===== src/rtl/wps_pkg.sv =====
// Shared types and constants for the wheel pulse speedometer.
`default_nettype none
package wps_pkg;

    localparam int TS_W    = 32;
    localparam int SPEED_W = 16;
    localparam int DIST_W  = 32;
    localparam int CIRC_W  = 12;
    localparam int CPS_W   = 16;
    localparam int PROD_W  = CIRC_W + CPS_W;     // circumference * counts
    localparam int NUM_W   = PROD_W + 6;         // times 36
    localparam int DEN_W   = TS_W + 10;          // interval times 1000
    localparam int CNT_W   = $clog2(NUM_W + 1);
    localparam int CFG_W   = 16;
    localparam int IDX_W   = 2;

    localparam logic [CIRC_W-1:0]  CIRC_RST  = 12'd2000;
    localparam logic [CPS_W-1:0]   CPS_RST   = 16'd1000;
    localparam logic [SPEED_W-1:0] LIMIT_RST = 16'd1000;

    // Register indexes
    localparam logic [IDX_W-1:0] REG_CIRC  = 2'd0;
    localparam logic [IDX_W-1:0] REG_CPS   = 2'd1;
    localparam logic [IDX_W-1:0] REG_LIMIT = 2'd2;

    // Item kinds
    localparam logic ACT_PULSE = 1'b0;
    localparam logic ACT_TICK  = 1'b1;

    typedef enum logic [2:0] {
        ST_ARMED     = 3'd0,
        ST_ACCEPTED  = 3'd1,
        ST_REJECTED  = 3'd2,
        ST_TICK_SAME = 3'd3,
        ST_TICK_LOW  = 3'd4,
        ST_DUPLICATE = 3'd5
    } wps_status_t;

    typedef struct packed {
        logic            action;
        logic [TS_W-1:0] timestamp;
    } wps_in_t;

    typedef struct packed {
        logic [SPEED_W-1:0] speed_tenths_kmh;
        logic [DIST_W-1:0]  distance_mm;
        wps_status_t        status;
        logic               display_changed;
    } wps_out_t;

    // Divider status toward the sequencer
    typedef struct packed {
        logic busy;
        logic done;
    } wps_div_stat_t;

endpackage
`default_nettype wire


===== src/rtl/wps_div.sv =====
// Radix-2 restoring divider, one quotient bit per cycle, saturated result.
`default_nettype none
module wps_div (
    input  wire logic                         aclk,
    input  wire logic                         aresetn,
    input  wire logic                         start,
    input  wire logic [wps_pkg::NUM_W-1:0]    dividend,
    input  wire logic [wps_pkg::DEN_W-1:0]    divisor,
    output wps_pkg::wps_div_stat_t            stat,
    output logic      [wps_pkg::SPEED_W-1:0]  quotient
);

    logic [wps_pkg::DEN_W-1:0] rem_reg, rem_next;
    logic [wps_pkg::DEN_W-1:0] div_reg;
    logic [wps_pkg::NUM_W-1:0] quo_reg;
    logic [wps_pkg::CNT_W-1:0] cnt_reg;
    logic                      busy_reg, done_reg;
    logic [wps_pkg::DEN_W:0]   trial, diff;
    logic                      ge;

    // Shift in the next dividend bit, subtract if it fits.
    always_comb begin
        trial    = {rem_reg, quo_reg[wps_pkg::NUM_W-1]};
        diff     = trial - {1'b0, div_reg};
        ge       = (trial >= {1'b0, div_reg});
        rem_next = ge ? diff[wps_pkg::DEN_W-1:0] : trial[wps_pkg::DEN_W-1:0];
    end

    always_ff @(posedge aclk) begin
        if (!aresetn) begin
            busy_reg <= 1'b0;
            done_reg <= 1'b0;
            cnt_reg  <= '0;
        end else begin
            done_reg <= 1'b0;
            if (start) begin
                busy_reg <= 1'b1;
                cnt_reg  <= wps_pkg::CNT_W'(wps_pkg::NUM_W);
            end else if (busy_reg) begin
                cnt_reg <= cnt_reg - 1'b1;
                if (cnt_reg == wps_pkg::CNT_W'(1)) begin
                    busy_reg <= 1'b0;
                    done_reg <= 1'b1;
                end
            end
        end
    end

    always_ff @(posedge aclk) begin
        if (start) begin
            rem_reg <= '0;
            div_reg <= divisor;
            quo_reg <= dividend;
        end else if (busy_reg) begin
            rem_reg <= rem_next;
            quo_reg <= {quo_reg[wps_pkg::NUM_W-2:0], ge};
        end
    end

    assign stat.busy = busy_reg;
    assign stat.done = done_reg;
    assign quotient  = (|quo_reg[wps_pkg::NUM_W-1:wps_pkg::SPEED_W]) ? '1
                                                                       : quo_reg[wps_pkg::SPEED_W-1:0];

endmodule
`default_nettype wire


===== src/rtl/wheel_pulse_speedometer_top.sv =====
// Top level: wheel speed and odometer from pulse timestamps and second ticks.
//
//  channel  | ports                       | direction | content
//  ---------+-----------------------------+-----------+--------------------------
//  input    | s_valid s_ready s_data      | in        | action, timestamp
//  result   | m_valid m_ready m_data      | out       | speed, distance, status
//  config   | cfg_we cfg_index cfg_wdata  | in        | circ, counts/s, limit
//
// An item that needs a speed passes from its input transfer until the block
// is ready again through one multiply, one scale step, a divider start, the
// bit-serial divider (one bit of the 34-bit numerator per cycle) and a wait
// to see it finish, the update, and the return to idle. Duplicates, arming
// pulses and ticks at zero interval go straight to the final state.
// Reset (aresetn low, synchronous) clears the stored time, speed and odometer
// and loads the register defaults. A result waits in the output register
// while m_ready is low; the next item may already be taken and computed, and
// it holds in the final state until the output register is free.
`default_nettype none
module wheel_pulse_speedometer_top (
    input  wire logic                         aclk,
    input  wire logic                         aresetn,
    input  wire logic                         s_valid,
    output logic                              s_ready,
    input  wire wps_pkg::wps_in_t             s_data,
    output logic                              m_valid,
    input  wire logic                         m_ready,
    output wps_pkg::wps_out_t                 m_data,
    input  wire logic                         cfg_we,
    input  wire logic [wps_pkg::IDX_W-1:0]    cfg_index,
    input  wire logic [wps_pkg::CFG_W-1:0]    cfg_wdata
);

    typedef enum logic [2:0] {
        S_IDLE, S_MUL, S_SCALE, S_DIV, S_WAIT, S_FIN
    } state_t;

    state_t state_reg;

    // configuration
    logic [wps_pkg::CIRC_W-1:0]  circ_reg;
    logic [wps_pkg::CPS_W-1:0]   cps_reg;
    logic [wps_pkg::SPEED_W-1:0] limit_reg;

    // block state
    logic [wps_pkg::TS_W-1:0]    last_reg;
    logic [wps_pkg::SPEED_W-1:0] held_reg;
    logic [wps_pkg::DIST_W-1:0]  odo_reg;

    // working registers for the item in flight
    logic                        act_reg;
    logic [wps_pkg::TS_W-1:0]    ts_reg;
    logic [wps_pkg::TS_W-1:0]    ival_reg;
    logic [wps_pkg::PROD_W-1:0]  prod_reg;
    logic [wps_pkg::NUM_W-1:0]   num_reg;
    logic [wps_pkg::DEN_W-1:0]   den_reg;
    wps_pkg::wps_status_t        status_reg;
    logic                        chg_reg;
    logic                        m_valid_reg;
    wps_pkg::wps_out_t           m_data_reg;

    logic                        in_xfer;
    logic [wps_pkg::TS_W-1:0]    ival_in;
    logic [wps_pkg::DEN_W-1:0]   ival_x;
    logic [wps_pkg::NUM_W-1:0]   prod_x;
    logic [wps_pkg::DIST_W:0]    odo_sum;
    logic                        div_start;
    wps_pkg::wps_div_stat_t      div_stat;
    logic [wps_pkg::SPEED_W-1:0] div_q;

    assign s_ready   = (state_reg == S_IDLE);
    assign in_xfer   = s_valid && s_ready;
    assign ival_in   = s_data.timestamp - last_reg;   // wraps mod 2^32
    assign ival_x    = {{(wps_pkg::DEN_W-wps_pkg::TS_W){1'b0}}, ival_reg};
    assign prod_x    = {{(wps_pkg::NUM_W-wps_pkg::PROD_W){1'b0}}, prod_reg};
    assign odo_sum   = {1'b0, odo_reg}
                     + {{(wps_pkg::DIST_W+1-wps_pkg::CIRC_W){1'b0}}, circ_reg};
    assign div_start = (state_reg == S_DIV);

    wps_div u_div (
        .aclk     (aclk),
        .aresetn  (aresetn),
        .start    (div_start),
        .dividend (num_reg),
        .divisor  (den_reg),
        .stat     (div_stat),
        .quotient (div_q)
    );

    // Configuration writes
    always_ff @(posedge aclk) begin
        if (!aresetn) begin
            circ_reg  <= wps_pkg::CIRC_RST;
            cps_reg   <= wps_pkg::CPS_RST;
            limit_reg <= wps_pkg::LIMIT_RST;
        end else if (cfg_we) begin
            unique case (cfg_index)
                wps_pkg::REG_CIRC:  circ_reg  <= cfg_wdata[wps_pkg::CIRC_W-1:0];
                wps_pkg::REG_CPS:   cps_reg   <= cfg_wdata[wps_pkg::CPS_W-1:0];
                wps_pkg::REG_LIMIT: limit_reg <= cfg_wdata[wps_pkg::SPEED_W-1:0];
                default: ;
            endcase
        end
    end

    // Sequencer, block state and output register
    always_ff @(posedge aclk) begin
        if (!aresetn) begin
            state_reg   <= S_IDLE;
            last_reg    <= '0;
            held_reg    <= '0;
            odo_reg     <= '0;
            m_valid_reg <= 1'b0;
        end else begin
            // the final state reloads the output register itself
            if (m_valid_reg && m_ready && (state_reg != S_FIN)) begin
                m_valid_reg <= 1'b0;
            end
            unique case (state_reg)
                S_IDLE: begin
                    if (in_xfer) begin
                        act_reg  <= s_data.action;
                        ts_reg   <= s_data.timestamp;
                        ival_reg <= ival_in;
                        chg_reg  <= 1'b0;
                        state_reg <= S_MUL;
                        if (s_data.action == wps_pkg::ACT_PULSE) begin
                            if (s_data.timestamp == last_reg) begin
                                status_reg <= wps_pkg::ST_DUPLICATE;
                                state_reg  <= S_FIN;
                            end else if (last_reg == '0) begin
                                last_reg   <= s_data.timestamp;
                                status_reg <= wps_pkg::ST_ARMED;
                                state_reg  <= S_FIN;
                            end
                        end else if (ival_in == '0) begin
                            // zero interval counts as infinite speed
                            status_reg <= wps_pkg::ST_TICK_SAME;
                            state_reg  <= S_FIN;
                        end
                    end
                end
                S_MUL: begin
                    prod_reg  <= wps_pkg::PROD_W'(circ_reg) * wps_pkg::PROD_W'(cps_reg);
                    state_reg <= S_SCALE;
                end
                S_SCALE: begin
                    // num = prod * 36, den = interval * 1000
                    num_reg   <= (prod_x << 5) + (prod_x << 2);
                    den_reg   <= (ival_x << 10) - (ival_x << 4) - (ival_x << 3);
                    state_reg <= S_DIV;
                end
                S_DIV: begin
                    state_reg <= S_WAIT;
                end
                S_WAIT: begin
                    if (div_stat.done) begin
                        state_reg <= S_FIN;
                        if (act_reg == wps_pkg::ACT_PULSE) begin
                            // saturated quotient never passes a 16-bit limit
                            if (div_q < limit_reg) begin
                                held_reg   <= div_q;
                                odo_reg    <= odo_sum[wps_pkg::DIST_W] ? '1
                                                : odo_sum[wps_pkg::DIST_W-1:0];
                                last_reg   <= ts_reg;
                                status_reg <= wps_pkg::ST_ACCEPTED;
                                chg_reg    <= 1'b1;
                            end else begin
                                status_reg <= wps_pkg::ST_REJECTED;
                            end
                        end else if (div_q < held_reg) begin
                            held_reg   <= div_q;
                            status_reg <= wps_pkg::ST_TICK_LOW;
                            chg_reg    <= 1'b1;
                        end else begin
                            status_reg <= wps_pkg::ST_TICK_SAME;
                        end
                    end
                end
                S_FIN: begin
                    if (!m_valid_reg || m_ready) begin
                        m_valid_reg                 <= 1'b1;
                        m_data_reg.speed_tenths_kmh <= held_reg;
                        m_data_reg.distance_mm      <= odo_reg;
                        m_data_reg.status           <= status_reg;
                        m_data_reg.display_changed  <= chg_reg;
                        state_reg                   <= S_IDLE;
                    end
                end
                default: state_reg <= S_IDLE;
            endcase
        end
    end

    assign m_valid = m_valid_reg;
    assign m_data  = m_data_reg;

    // An accepted transfer always takes the block busy.
    a_busy_after_xfer: assert property (@(posedge aclk) disable iff (!aresetn)
        in_xfer |=> !s_ready)
        else $error("input taken while an item is in flight");

    // The divider reports completion only while the sequencer waits for it.
    a_done_in_wait: assert property (@(posedge aclk) disable iff (!aresetn)
        div_stat.done |-> (state_reg == S_WAIT))
        else $error("divider done outside wait state");

    // The divider is idle whenever the block takes input.
    a_div_idle: assert property (@(posedge aclk) disable iff (!aresetn)
        s_ready |-> !div_stat.busy)
        else $error("divider busy while idle");

    // The change flag matches the status codes that update the display.
    a_changed_flag: assert property (@(posedge aclk) disable iff (!aresetn)
        m_valid |-> (m_data.display_changed ==
                     ((m_data.status == wps_pkg::ST_ACCEPTED) ||
                      (m_data.status == wps_pkg::ST_TICK_LOW))))
        else $error("display_changed disagrees with status");

endmodule
`default_nettype wire


===== config.mk =====
export PLATFORM = sky130hd
export DESIGN_NAME = wheel_pulse_speedometer_top
export DESIGN_NICKNAME = d
export VERILOG_FILES = /design/src/rtl/wps_pkg.sv /design/src/rtl/wps_div.sv /design/src/rtl/wheel_pulse_speedometer_top.sv
export SDC_FILE = /design/constraint.sdc
export NUM_CORES = 1
export LEC_CHECK = 0
export ABC_AREA = 1
export BUFFER_PORTS_ARGS = -buffer_cell sky130_fd_sc_hd__buf_2
export CORE_AREA = 8 8 323 325
export CTS_CLUSTER_DIAMETER = 50
export DETAILED_ROUTE_END_ITERATION = 7
export DIE_AREA = 0 0 331 333
export GPL_TIMING_DRIVEN = 0
export SETUP_SLACK_MARGIN = 0.02
export SLEW_MARGIN = 40
export SYNTH_ARGS = -nofsm -noshare
export SYNTH_HDL_FRONTEND = slang
export SYNTH_SLANG_ARGS = --single-unit

===== constraint.sdc =====
create_clock -name aclk -period 7.8 [get_ports aclk]
set_input_delay 1.56 -clock aclk [delete_from_list [all_inputs] [get_ports aclk]]
set_output_delay 1.56 -clock aclk [all_outputs]
set_load 0.05 [all_outputs]

==> results of run 1 <==
==> Yosys cell counts, types with 5 or more instances <==
| cell | n | area, um^2 |
|---|---|---|
| sky130_fd_sc_hd__nand2_1 | 1225 | 4600 |
| sky130_fd_sc_hd__inv_1 | 759 | 2850 |
| sky130_fd_sc_hd__nor2_1 | 382 | 1430 |
| sky130_fd_sc_hd__edfxtp_1 | 293 | 8800 |
| sky130_fd_sc_hd__a21oi_1 | 261 | 1310 |
| sky130_fd_sc_hd__ha_1 | 250 | 3130 |
| sky130_fd_sc_hd__dfxtp_1 | 178 | 3560 |
| sky130_fd_sc_hd__fa_1 | 168 | 3360 |
| sky130_fd_sc_hd__nand3_1 | 162 | 811 |
| sky130_fd_sc_hd__o21ai_0 | 146 | 731 |
| sky130_fd_sc_hd__xor2_1 | 84 | 736 |
| sky130_fd_sc_hd__clkbuf_1 | 79 | 297 |
| sky130_fd_sc_hd__xnor2_1 | 53 | 464 |
| sky130_fd_sc_hd__nor3_1 | 46 | 230 |
| sky130_fd_sc_hd__nand4_1 | 42 | 263 |
| sky130_fd_sc_hd__o211ai_1 | 26 | 195 |
| sky130_fd_sc_hd__o21ai_1 | 26 | 130 |
| sky130_fd_sc_hd__a31oi_1 | 25 | 156 |
| sky130_fd_sc_hd__a21o_1 | 17 | 128 |
| sky130_fd_sc_hd__nor4_1 | 15 | 93.8 |
| sky130_fd_sc_hd__or2_2 | 12 | 75.1 |
| sky130_fd_sc_hd__o21bai_1 | 11 | 82.6 |
| sky130_fd_sc_hd__buf_6 | 9 | 101 |
| sky130_fd_sc_hd__buf_2 | 8 | 40.0 |
| sky130_fd_sc_hd__o21a_1 | 8 | 60.1 |
| sky130_fd_sc_hd__o31ai_1 | 8 | 60.1 |
| sky130_fd_sc_hd__a211oi_1 | 7 | 52.6 |
| sky130_fd_sc_hd__buf_1 | 6 | 22.5 |
| sky130_fd_sc_hd__buf_4 | 6 | 45.0 |
| sky130_fd_sc_hd__a21boi_0 | 5 | 37.5 |
| sky130_fd_sc_hd__and3_1 | 5 | 31.3 |
| sky130_fd_sc_hd__nand2_2 | 5 | 31.3 |
==> cell type report <==
class / instances / area (um^2) / share of cell area
plain buffers: 109 / 517 / 0.0131
repair buffers: 136 / 783 / 0.0199
inverters: 764 / 2870 / 0.0730
clock inverters: 44 / 533 / 0.0136
well taps: 1298 / 1620 / 0.0413
flip-flops and latches: 471 / 12400 / 0.315
diodes: 5 / 12.5 / 0.000318
multi-input cells: 3043 / 18700 / 0.476
clock buffers: 85 / 1890 / 0.0481
==> worst paths after layout <==
path                             startpoint                to  cells past startpoint
worst max-delay path            circ_reg[8]      prod_reg[27]                     22
worst min-delay path             den_reg[3]  u_div.div_reg[3]                      0
worst min register to register   den_reg[3]  u_div.div_reg[3]                      0
worst max register to register  circ_reg[8]      prod_reg[27]                     22
==> cells in the final DEF, fill, tap and decap left out, drive strengths merged, types with 84 or more instances in the layout <==
cell type	n
xor2	84
nor2	387
dfxtp	178
edfxtp	293
fa	168
buf	164
ha	250
a21oi	262
inv	779
o21ai	176
nand3	166
clkbuf	166
nand2	1231
==> power by group through the flow <==
| stage | clock network [mW] | registers [mW] | logic [mW] |
|---|---|---|---|
| after floorplan | 0 | 3.56 | 5.01 |
| after global placement | 0 | 3.59 | 6.79 |
| after detailed placement | 0 | 3.57 | 6.85 |
| after CTS | 3.27 | 3.52 | 6.89 |
| after global routing | 3.36 | 3.55 | 7.80 |
| final | 3.18 | 3.51 | 6.85 |
==> metal layers <==
layer / part of all wire / up-vias / track usage
li1: - / 14500 / -
met4: 0.037 / 2 / 0.0686
met5: 0.000010 / - / 0
met1: 0.44 / 13500 / 0.223
met2: 0.47 / 653 / 0.286
met3: 0.055 / 173 / 0.0268
==> through the flow <==
| step | cell area (um^2) | TNS [ps] | hold slack [ps] | setup slack, ps | util |
|---|---|---|---|---|---|
| 3_5_place_dp | 36900 | 0 | 405 | 1460 | 0.371 |
| 4_1_cts | 39300 | 0 | 415 | 1460 | 0.396 |
| 5_1_grt | 39300 | 0 | 421 | 1020 | 0.396 |
| 2_1_floorplan | 34400 | 0 | 400 | 485 | - |
| 3_3_place_gp | 36600 | -317650 | 401 | -3170 | 0.369 |
| 6_report | 39300 | 0 | 413 | 1430 | 0.396 |
==> cell families after synthesis <==
group | Yosys count | share of synthesized area
simple gates | 1918 | 0.226
buf+inv | 873 | 0.0981
compound gates | 570 | 0.0932
flops | 471 | 0.359
fa+ha+maj | 418 | 0.189
xor+xnor | 137 | 0.0349
==> out/metrics.cfg, run 1 <==
[run_status]
outcome=complete, no violations

[synth]
post_synth.cell_area_avg_um2=7.85
postSynthCellCount=4387
synth_edf_count=293
synthesis.yosys.warnings=0
mappedNetlistArea_um2=34400
synth.yosys.seq_area_share=0.359
async_reset_ff_frac=0
ys_ff_latch=471
synth_cell_types=63
ys_dominant_reg_cell=sky130_fd_sc_hd__edfxtp_1
syn-num-nets=4861

[power]
clockPowerShare=0.235
vdd.ir_drop.worst_uv=280
netSwitchingFraction=0.438
power.static_leakage_nw=18.7
power_density_nw_per_um2=345
post-layout-total-power_mw=13.5
switching_power_mw=5.93
sequential_power_share=0.259
pwr-share-comb=0.505
power.internal_mw=7.62

[worst_hold_path]
holdCritPathClass=reg2reg

[sta]
setup_viol_count_final=0
timing.fmax_mhz=157
tightest_slew_ps=829
report.final.hold_viol_count=0
skew_ps=38.7
layout_min_cycle_time_ps=6370
final_min_period_over_clock_period=0.816
rsz_0062_raised_after_global_routing=false
maxSlewViolCount=0
worst_slew_slack_as_a_fraction_of_its_limit=0.447

[worst_setup_path]
path_common_cell=sky130_fd_sc_hd__fa_1
timing.critical_path.max_delay_family=adder cells
worst_ep_required_time_ps=8160
start_kind=flip-flop
crit_arrival_ps=6730
peak_fanout_along_the_critical_path=10
path_buf_inv=6
path_cells=clkbuf_1 -> clkbuf_1 -> nand2_1 -> fa_1 -> inv_1 -> fa_1 -> fa_1 -> fa_1 -> inv_1 -> fa_1 -> inv_1 -> ha_1 -> nand2_1 -> nor2_1 -> nand2_1 -> o21ai_1 -> a31oi_1 -> o21ai_1 -> nand2_1 -> inv_1 -> nor2_1 -> xor2_1
largest_stage_delay_on_the_critical_path_ps=560
worst-setup-path-type=reg2reg
worstSetupEndpointType=flip-flop
reg2reg_slack_ps=1430
timing.critical_path.slowest_stage_cell=sky130_fd_sc_hd__fa_1

[floorplanning]
num_rows=116
die-height_um=333
die_w_um=331
initial_utilization=0.347
ioPinCount=110
floorplan.die_area_um2=110000
design.core.area_um2=99300

[clock_tree]
postCtsHoldBufs=0
clk_pin_slew_ps=60
max-clock-path-buffers=3
worstSkewPairLatency_ps=630
cts.repair_timing.setup_buffer_count=0
ctsResizeCount=0
num_cts_buffers=70
htreeDepth=3
clock_sinks=471
tritoncts=done
clk_root_buffer_cell=sky130_fd_sc_hd__clkbuf_16

[cells_and_area]
fin_cells=5955
num-nets-final=5069
filler_cell_count=10300
area_delta_synth_final_pct=14.2
largest_register_ffs=52
layout-drive-gt1-share=0.0718

[global_route]
grt_antenna_before_repair=6
grt_pass1_wl_mm=152
grt_pass1_vias=28300
grt_max_degree=40
grtUsageTotal=0.172
globalRouteOverflowTotal=0

[placed_design]
total_half_perimeter_wirelength_after_legalization_and_detailed_placement_mm=78.1
dp_cells=5821
gp_congestion=0.942
numPortBuffers=109

[routing]
detail_route.drc_violations=0
pre_repair_dr_iteration_count=6
initial_drt_markers=2090
vias_per_cell=4.83
dr_total_vias=28700
drtAntennaViolNets=0
drt-wirelength-per-cell_um=16.1
drt-total-wl_mm=95.6

[run]
maxCapViolCount=0

Note: power is estimated with default switching activity, not from simulation.
==> run 2: changes to the inputs <==
==> constraint.sdc (replaced) <==
create_clock -name aclk -period 5.2 [get_ports aclk]
set_input_delay 1.04 -clock aclk [delete_from_list [all_inputs] [get_ports aclk]]
set_output_delay 1.04 -clock aclk [all_outputs]
set_load 0.05 [all_outputs]
==> run 2 against run 1 <==
Against the previous run:
- count of clock-buffer cells in the layout unchanged
- register-to-register slack got worse by 1300 ps
- combinational power increased by 72%
- sequential power increased by 50%
- clock power increased by 46%
- largest cell class unchanged
==> out/metrics.cfg, run 2 (synthesis results as in run 1) <==
[sta]
setup_viol_count_final=0  ; unchanged
tns_ps=0  ; unchanged
timing.fmax_mhz=196  ; +25%
skew_ps=25.1  ; -13.6 ps
layout_min_cycle_time_ps=5110  ; -1260 ps
tightest_slew_ps=790  ; -39.3 ps
rsz_0062_raised_after_global_routing=true
report.final.hold_viol_count=0  ; unchanged
layout_setup_ws_ps=88.9  ; -1340 ps
final_min_period_over_clock_period=0.983  ; +0.167
hold-worst-slack_ps=415  ; +2.12 ps
worst_slew_slack_as_a_fraction_of_its_limit=0.473  ; +0.0254
maxSlewViolCount=0  ; unchanged

[cells_and_area]
layout-drive-gt1-share=0.103  ; +0.0316
ff_latch_area_um2=12400  ; +0.33%
largest_register_ffs=52  ; unchanged
postLayoutCellArea_um2=40300  ; +2.6%
filler_cell_count=10100  ; -1.4%
most_common_cell_after_layout_fill_and_taps_aside=sky130_fd_sc_hd__nand2_1
multiInputGateArea_um2=19100  ; +2.0%
mostFrequentLayoutCells=sky130_fd_sc_hd__nand2_1, sky130_fd_sc_hd__inv_1, sky130_fd_sc_hd__nor2_1, sky130_fd_sc_hd__edfxtp_1, sky130_fd_sc_hd__a21oi_1
num-nets-final=5101  ; +0.63%
area_delta_synth_final_pct=17.1

[routing]
drt-total-wl_mm=96.8  ; +1.2%
initial_drt_markers=1932  ; -7.6%
drtAntennaViolNets=0  ; unchanged
pre_repair_dr_iteration_count=5  ; -1
drt-wirelength-per-cell_um=16.2  ; +0.69%
vias_per_cell=4.84  ; +0.26%
dr_total_vias=29000  ; +0.74%
detail_route.drc_violations=0  ; unchanged

[floorplanning]
initial_utilization=0.347  ; unchanged
floorplan.die_area_um2=110000  ; unchanged
die_w_um=331  ; unchanged
die-height_um=333  ; unchanged
ioPinCount=110  ; unchanged
design.core.area_um2=99300  ; unchanged
num_rows=116  ; unchanged

[placed_design]
post-place-ws_ps=-924  ; -2390 ps
numPortBuffers=109  ; unchanged
total_half_perimeter_wirelength_after_legalization_and_detailed_placement_mm=77.6  ; -0.70%
place_area_um2=36900  ; about the same
gp_congestion=0.937  ; -0.52%

[clock_tree]
htreeDepth=3  ; unchanged
num_cts_buffers=68  ; -2.9%
clk_pin_slew_ps=50  ; about the same
tritoncts=done
clk_root_buffer_cell=sky130_fd_sc_hd__clkbuf_16
clock_sinks=471  ; unchanged
postCtsHoldBufs=0  ; unchanged
worstSkewPairLatency_ps=610  ; -20 ps
max-clock-path-buffers=3  ; unchanged

[power]
power.static_leakage_nw=19.1  ; +2.2%
power_density_nw_per_um2=539  ; +56%
post-layout-total-power_mw=21.7  ; +60%
vdd.ir_drop.worst_uv=676  ; +140%

[worst_setup_path]
timing.critical_path.slowest_stage_cell=sky130_fd_sc_hd__fa_2
critical_path.reg2reg.startpoint=circ_reg[8]
crit_path_end=prod_reg[26]
worst-setup-path-type=reg2reg
reg2reg_to=prod_reg[26]
largest_stage_delay_on_the_critical_path_ps=550  ; about the same
startpoint=circ_reg[8]
peak_fanout_along_the_critical_path=8  ; -2
path_cells=buf_8 -> clkbuf_16 -> nand2_2 -> fa_2 -> inv_1 -> fa_1 -> fa_2 -> fa_1 -> inv_1 -> fa_1 -> inv_1 -> ha_4 -> buf_4 -> nand2_1 -> nor4_2 -> nand3_1 -> nand3_2 -> nand3_1 -> nand2_1 -> xor2_2
rr_worst_depth=20  ; -9.1%
start_kind=flip-flop
worstSetupEndpointType=flip-flop
crit_arrival_ps=5470  ; -1260 ps
worst_ep_required_time_ps=5560  ; -2600 ps
reg2reg_slack_ps=90  ; -1340 ps

[global_route]
grt_pass1_wl_mm=153  ; +0.20%
grt_antenna_before_repair=6  ; unchanged
grt_max_degree=40  ; unchanged
globalRouteOverflowTotal=0  ; unchanged
grt_pass1_vias=28300  ; +0.057%
grtUsageTotal=0.172  ; about the same

[worst_hold_path]
holdCritPathClass=reg2reg

[run]
maxCapViolCount=0  ; unchanged

[run_status]
outcome=complete, no violations

-- run 2: routing by layer --
metal,up-vias,global-route usage,part of all wire
met5,-,0,0.000010
met4,2,0.0606,0.032
met3,166,0.0261,0.056
met2,735,0.288,0.47
met1,13500,0.225,0.44
li1,14500,-,-
-- run 2: repair_timing --
item                       in CTS  in global routing
gates resized for setup       142                 87
pin swaps                      32                 61
setup endpoints to repair      17                 11
setup buffers                  27                 20
-- run 2: worst max-delay path, delay by kind of cell (launching register included) --
kind	cells	cell delay [ps]
adder cells (fa/ha/maj)	6	2850
buffers and inverters	6	560
AND/OR/NAND/NOR	7	1010
flip-flops	1	340
XOR/XNOR	1	80
-- run 2: report_power, final --
part           leakage [nW]  total [mW]  switching, mW  internal, mW
clock network          1.12        4.65           1.79          2.86
logic                  13.9        11.8           7.35          4.44
registers              4.13        5.28          0.268          5.01
total                  19.1        21.7           9.41          12.3
-- run 2: worst min-delay path by stage --
stage,startpoint,to,cells after the start
after global placement,den_reg[24],u_div.div_reg[24],0
after global routing,den_reg[19],u_div.div_reg[19],0
final,den_reg[23],u_div.div_reg[23],0
after floorplan,chg_reg,m_data[0],0
after detailed placement,den_reg[23],u_div.div_reg[23],0
after CTS,den_reg[23],u_div.div_reg[23],0
-- run 2: cell type report --
class	instances	area share
diodes	5	0.000310
flip-flops and latches	471	0.308
clock buffers	85	0.0456
clock inverters	39	0.0115
multi-input cells	3043	0.473
inverters	764	0.0711
plain buffers	105	0.0220
repair buffers	174	0.0283
well taps	1298	0.0403
-- run 2: per-stage QoR --
step / instances / utilization
final: 5984 / 0.406
after global routing: 5979 / 0.406
after detailed placement: 5812 / 0.371
after floorplan: 4387 / -
after global placement: 5794 / 0.369
after CTS: 5963 / 0.403
